===== src/rtl/lpca_pkg.sv =====
package lpca_pkg;

	localparam int CW        = 16;          // coordinate width, Q8.8
	localparam int DW        = CW + 1;      // point difference / sum width
	localparam int PW        = 2 * DW + 2;  // dot product width
	localparam int QW        = 2 * PW;      // denominator and numerator of r2
	localparam int FSH       = 16;          // fraction bits of the line parameters
	localparam int RW        = 32;          // line parameter width, Q16.16
	localparam int N2_W      = QW + FSH;    // scaled numerator of r2
	localparam int D1_W      = 104;         // den * v2, and r1 numerator before scaling
	localparam int N1_W      = D1_W + FSH;  // scaled numerator of r1
	localparam int GAP_W     = 17;          // distance width, Q9.8
	localparam int ROOT_IN_W = 2 * GAP_W;   // square root radicand width
	localparam int IN_W      = 12 * CW;
	localparam int OUT_W     = 136;

	typedef logic [2:0][CW-1:0] cvec_t;
	typedef logic [2:0][DW-1:0] dvec_t;

	// geometry carried alongside the dividers
	typedef struct packed {
		dvec_t ac;
		dvec_t g;
		dvec_t v;
		dvec_t w;
	} geom_t;

	typedef struct packed {
		logic          valid_res;
		logic [RW-1:0] param_line1;
		logic [RW-1:0] param_line2;
		cvec_t         mid;
	} res_t;

endpackage


===== src/rtl/lpca_sqrt.sv =====
module lpca_sqrt #(
	parameter int TAG_W = 1
) (
	input  logic                              clk,
	input  logic                              arst_n,
	input  logic                              en,
	input  logic                              in_valid,
	input  logic [lpca_pkg::ROOT_IN_W-1:0]    radicand,
	input  logic [TAG_W-1:0]                  tag_in,
	output logic                              out_valid,
	output logic [lpca_pkg::GAP_W-1:0]        root,
	output logic [TAG_W-1:0]                  tag_out
);
	import lpca_pkg::*;

	localparam int RMW = GAP_W + 3;

	logic                 vld_s  [GAP_W];
	logic [TAG_W-1:0]     tag_s  [GAP_W];
	logic [GAP_W-1:0]     root_s [GAP_W];
	logic [ROOT_IN_W-1:0] x_s    [GAP_W-1];
	logic [RMW-1:0]       rem_s  [GAP_W-1];

	// one root bit per stage, two radicand bits consumed each
	for (genvar k = 0; k < GAP_W; k++) begin : g_step
		logic                 v_in;
		logic [TAG_W-1:0]     t_in;
		logic [GAP_W-1:0]     r_in;
		logic [ROOT_IN_W-1:0] x_in;
		logic [RMW-1:0]       m_in;
		logic [RMW-1:0]       cur;
		logic [RMW-1:0]       trial;
		logic                 fit;

		if (k == 0) begin : g_first
			assign v_in = in_valid;
			assign t_in = tag_in;
			assign r_in = '0;
			assign x_in = radicand;
			assign m_in = '0;
		end else begin : g_next
			assign v_in = vld_s[k-1];
			assign t_in = tag_s[k-1];
			assign r_in = root_s[k-1];
			assign x_in = x_s[k-1];
			assign m_in = rem_s[k-1];
		end

		assign cur   = {m_in[RMW-3:0], x_in[2*(GAP_W-1-k) +: 2]};
		assign trial = RMW'({r_in, 2'b01});
		assign fit   = cur >= trial;

		always_ff @(posedge clk or negedge arst_n) begin
			if (!arst_n) begin
				vld_s[k] <= 1'b0;
			end else if (en) begin
				vld_s[k] <= v_in;
			end
		end

		always_ff @(posedge clk) begin
			if (en) begin
				tag_s[k]  <= t_in;
				root_s[k] <= {r_in[GAP_W-2:0], fit};
			end
		end

		if (k < GAP_W - 1) begin : g_carry
			always_ff @(posedge clk) begin
				if (en) begin
					x_s[k]   <= x_in;
					rem_s[k] <= fit ? cur - trial : cur;
				end
			end
		end
	end

	assign out_valid = vld_s[GAP_W-1];
	assign root      = root_s[GAP_W-1];
	assign tag_out   = tag_s[GAP_W-1];

endmodule


===== config.mk =====
export PLATFORM = sky130hd
export DESIGN_NAME = lpca_sqrt
export DESIGN_NICKNAME = d
export VERILOG_FILES = /design/src/rtl/lpca_pkg.sv /design/src/rtl/lpca_sqrt.sv
export SDC_FILE = /design/constraint.sdc
export NUM_CORES = 1
export LEC_CHECK = 0
export BUFFER_PORTS_ARGS = -buffer_cell sky130_fd_sc_hd__buf_2
export CORE_ASPECT_RATIO = 1.2
export CORE_MARGIN = 2
export CORE_UTILIZATION = 68
export DETAILED_ROUTE_END_ITERATION = 10
export MAX_ROUTING_LAYER = met4
export PLACE_DENSITY = 0.95
export SLEW_MARGIN = 20
export SYNTH_ARGS = -nofsm -noshare
export SYNTH_HDL_FRONTEND = slang
export SYNTH_SLANG_ARGS = --single-unit
export TNS_END_PERCENT = 50

===== constraint.sdc =====
create_clock -name clk -period 6.93 [get_ports clk]
set_clock_uncertainty 0.2 [all_clocks]
set_input_delay 0 -clock clk [delete_from_list [all_inputs] [get_ports clk]]
set_output_delay 0 -clock clk [all_outputs]
set_load 0.02 [all_outputs]

Word level (Yosys, flattened, before mapping)
Memories as Yosys holds them, arrays and structs flattened. Index checks and enable logic that the tools add are counted.

Input port bits: 39. Logic and storage cells: 72. Memories kept: 4. Register bits after elaboration: 17. Bits in writable memories: 1170. Output and inout port bits: 19.

Mux-type cells: 18. Magnitude comparators: 17. $add $sub $neg: 16.

Memory list: x_s (depth 16, bits a word 34, read ports 16, clocked after Yosys merged registers in 0, write ports 16, line lpca_sqrt.sv:21) `logic [ROOT_IN_W-1:0] x_s [GAP_W-1];`; rem_s (depth 16, bits a word 20, read ports 16, clocked after Yosys merged registers in 0, write ports 16, line lpca_sqrt.sv:22) `logic [RMW-1:0] rem_s [GAP_W-1];`; root_s (depth 17, bits a word 17, read ports 17, clocked after Yosys merged registers in 0, write ports 17, line lpca_sqrt.sv:20) `logic [GAP_W-1:0] root_s [GAP_W];`; tag_s (depth 17, bits a word 1, read ports 17, clocked after Yosys merged registers in 0, write ports 17, line lpca_sqrt.sv:19) `logic [TAG_W-1:0] tag_s [GAP_W];`.

Operators with widths (number): greater-or-equal comparator 20 x 19 -> 1 bit (16); 2-to-1 mux 20 bit (16); subtractor 20 x 19 -> 20 bit (15); subtractor 2 x 1 -> 3 bit (second input constant) (1); greater-or-equal comparator 2 x 1 -> 1 bit (second input constant) (1); 2-to-1 mux 1 bit (2).

Depth between registers and ports, before layout
An unclocked memory read counts as a cell.

Depth after elaboration: 3. Mapped depth: 11. Depth with buffers taken out: 10.

Worst setup path after synthesis
No wires, ideal clock.

Kind: flip-flop to flip-flop. Start: memory rem_s[0][101] (netlist bit). End: memory rem_s[0][136] (netlist bit), data pin. Arrival time: 2293 ps. Path buffers: 0. Setup time: 260 ps. Required time: 6470 ps. Slack: 4177 ps. Cell stages (with the launch flop): 8. Clock period less this slack: 2753 ps. Cells stage by stage: edfxtp_1 > ha_1 > o21ai_0 > a21oi_1 > o41ai_1 > nand2_1 > nor4_1 > mux2_2.

RTL lines (line): start: declaration (lpca_sqrt.sv:22).

==> metrics.md <==
| Metric | Value |
|---|---|
| DRT iter0 DRCs | about 2.7k |
| First-pass GRT wire length | approximately 130,000 um |
| Layout cells sized above 1 | 0.105 |
| Vias | ~22k |
| Die Width | just over 200 um |
| YS warnings | 0 |
| Relative slew slack | 0.277 |
| Gate power share | 0.173 |
| TritonCTS clock tree | done |
| Post-synth cell types | 87 |
| Flop-to-flop setup slack | 2870 ps |
| Post-CTS Setup Bufs | 0 |
| Clock sink count | a little over 700 |
| Clk Latency, worst-skew pair | between 600 and 700 ps |
| Synth top area share | 0.636 |
| Ant. Diodes | 0 |
| Clock power share | 0.328 |
| Outcome | finished clean |
| Floorplan core area | 48,900 sq um |
| CP arrival | 4210 ps |
| Sw Ratio | 0.277 |
| R2R Path Start | root_s[0][86] |
| Routed len/inst | about 25 um |
| Nets | 2,875 |
| Tot GR Track Use | 0.343 |
| CTS Buf Count | 71 |
| Worst Hold Depth | 3 |
| CTS clk-pin slew, worst paths | 60 ps |
| DRC viols | 0 |
| Avg Inst Size Synth | about 13 sq um |
| Routability Congestion | slightly below 1 |
| Port bufs | between 50 and 60 |
| Initial antenna violation count | 0 |
| GRT overflow | 0 |
| Internal Pwr Total | between 8 and 9 mW |
| Post-synthesis sequential area ratio | 0.649 |
| EDFF count, synth | between 700 and 800 |
| H-tree Lvls | 3 |
| Final Max Tran Viols | 0 |
| Area grow syn2layout | 12.1% |
| Sequential power share | 0.499 |
| PostCTS Resize Cnt | 0 |
| Yosys top cell by area | edfxtp_1 |
| Ys flop type | edfxtp_1 |
| Pwr/cell area | between 300 and 400 nW/um^2 |
| Hold slack | 89.3 ps |
| Final min period | 4060 ps |
| Hold_sp | radicand[33] |
| Drt pass-1 iters | 7 |
| Fmax | 0.246 GHz |
| Final hold vios | 0 |
| Die height | between 200 and 250 um |
| Die ar. | around 51,000 sq um |
| Starting Density | 0.686 |
| Final Cycle Share | 0.585 |
| Cell with the largest stage delay on the worst path | o41ai_2 |
| CP endpoint kind | flop |
| Worst Setup Path Type | flop to flop |
| HP Class | primary input to flop |
| Ys async rst share | 0.0234 |
| Largest fanout on the critical path | 5 |
| Leak | 14.4 nW |
| Cell count after synthesis | ~2.5k |
| Vias in the first global route | approximately 23k |
| Yosys reg bits | approximately 730 |
| Reg2Reg Depth | 8 |
| Clock root buffer | clkbuf_16 |
| Slowest cell delay on critical path | just under 900 ps |
| Final HPWL DP | 44,700 um |
| Top Ports | 58 |
| Core Rows | 89 |
| Drt via density | around 6.7 |
| Worst Tran Pin Value | roughly 1100 ps |
| Post-DRT Antenna Nets | 0 |
| Hold path endpoint | rem_s[0][1] |
| Drt total wl | roughly 84,000 um |
| Critical path data required time | 7090 ps |
| Worst setup SP type | flop |
| RSZ-0062 raised after global routing | no |
| R2R Path End | rem_s[0][136] |
| Largest net degree at the start of global routing | between 150 and 200 |
| P_sw | roughly 3.2 mW |
| # hold bufs at CTS | 75 |
| Mapped cell area | about 34,000 sq um |
| Area contributors post-synth | edfxtp_1 64%, ha_1 6.4%, xnor2_1 2.9% |
| Final Setup Violations | 0 |
| CP cell instances | inv_1 -> ha_1 -> o21ai_0 -> a21oi_1 -> o41ai_2 -> nand2_1 -> nor4_1 -> mux2_2 |
| Clk buf depth | 3 |
| Synth Net Count | 2,696 |
| Post-Route Setup TNS | 0 ps |
| VDD IR max | about 0.00032 V |
| Max-cap check violation count | 0 |
[through the flow]
stage / area, sq um / setup slack [ps] / utilization / cells / power (mW)
3_3_place_gp: 34500 / 3400 / 0.707 / 3153 / 7.51
3_5_place_dp: 34500 / 3250 / 0.707 / 3153 / 7.64
6_report: 37600 / 2870 / 0.769 / 3354 / 11.6
4_1_cts: 37500 / 3020 / 0.767 / 3353 / 11.4
2_1_floorplan: 33500 / 4180 / - / 2486 / 7.06
5_1_grt: 37600 / 2860 / 0.769 / 3354 / 12.0
[layout by cell type, fill, tap and decap left out, drive strengths merged, types with 9 or more instances in the layout]
cell type	instances
a31oi	9
buf	69
ha	171
or4	13
o211ai	18
nand2	120
o21a	28
and3	12
a21o	41
a21oi	133
nor3	70
nand2b	30
nand3	47
edfxtp	710
dfrtp	17
o21ai	121
inv	211
mux2	77
nor2	161
or3	30
and2	9
o31ai	15
dlygate4sd3	75
a211oi	29
nor4	26
nor2b	20
xor2	79
nand4	23
xnor2	110
clkinv	19
o31a	9
clkbuf	93
[layer usage]
| metal | global-route usage | share of wire |
|---|---|---|
| met1 | 0.387 | 0.34 |
| met2 | 0.564 | 0.50 |
| met3 | 0.0701 | 0.088 |
| met4 | 0.208 | 0.073 |
| met5 | - | 0 |
[Yosys cell counts (all sizes together), types with 6 or more instances]
cell type,n
mux2,77
edfxtp,710
clkbuf,21
o31a,9
ha,171
or2,8
o21ai,121
a211oi,29
o31ai,15
o21a,28
nand3,47
xor2,79
nor3,70
o2111ai,8
a21oi,133
inv,205
and2,9
buf,17
or3,30
nand4b,6
nand2,120
mux2i,7
dfrtp,17
a21o,41
a31oi,9
nor2,161
a2111oi,8
o21bai,8
nor4,26
xnor2,110
or4,13
nor2b,20
nand4,23
o211ai,18
nand2b,30
and3,12
[power by group through the flow]
stage | sequential, mW | combinational, mW | clock [mW]
2_1_floorplan | 5.71 | 1.35 | 0
5_1_grt | 5.83 | 2.18 | 3.98
3_5_place_dp | 5.83 | 1.81 | 0
6_report | 5.80 | 2.01 | 3.81
4_1_cts | 5.76 | 1.90 | 3.77
3_3_place_gp | 5.80 | 1.71 | 0
[worst max-delay path: cells and delay by family, from the launching register on]
kind	cells	cell delay [ps]
AND/OR/NAND/NOR	2	860
adder cells (fa/ha/maj)	1	400
buffers and inverters	1	80
flip-flops	1	410
AO/OA/AOI/OAI	3	1440
multiplexers	1	390
[sequential cells by signal (all words and copies together) (netlist names)]
name	cells
x_s	272
rem_s	268
root_s	153
tag_s	17
g_step.v_in	16
out_valid	1
[area by class of cell]
cell class | count | area [sq um]
Timing Repair Buffer | 144 | 1160
Inverter | 205 | 769
Clock inverter | 32 | 312
Sequential cell | 727 | 21700
Clock buffer | 93 | 1900
Tap cell | 637 | 797
Fill cell | 2421 | 11300
Multi-Input combinational cell | 1516 | 10900
[logic make-up after synthesis]
family	Yosys count	share of synthesized area
compound gates	474	0.0911
mux	84	0.0280
simple gates	597	0.0901
other cells	1	0.000112
flops	727	0.649
buf+inv	243	0.0288
fa+ha+maj	171	0.0638
xor+xnor	189	0.0494
[how the worst max path moves through the flow]
stage | from | endpoint | cells after the start
2_1_floorplan | rem_s[0][101] | rem_s[0][136] | 7
3_3_place_gp | root_s[1][54] | rem_s[1][86] | 7
3_5_place_dp | rem_s[0][104] | rem_s[0][135] | 7
4_1_cts | rem_s[0][104] | rem_s[0][135] | 7
5_1_grt | root_s[0][86] | rem_s[0][136] | 8
6_report | root_s[0][86] | rem_s[0][136] | 8
Note: power is estimated with default switching activity, not from simulation.
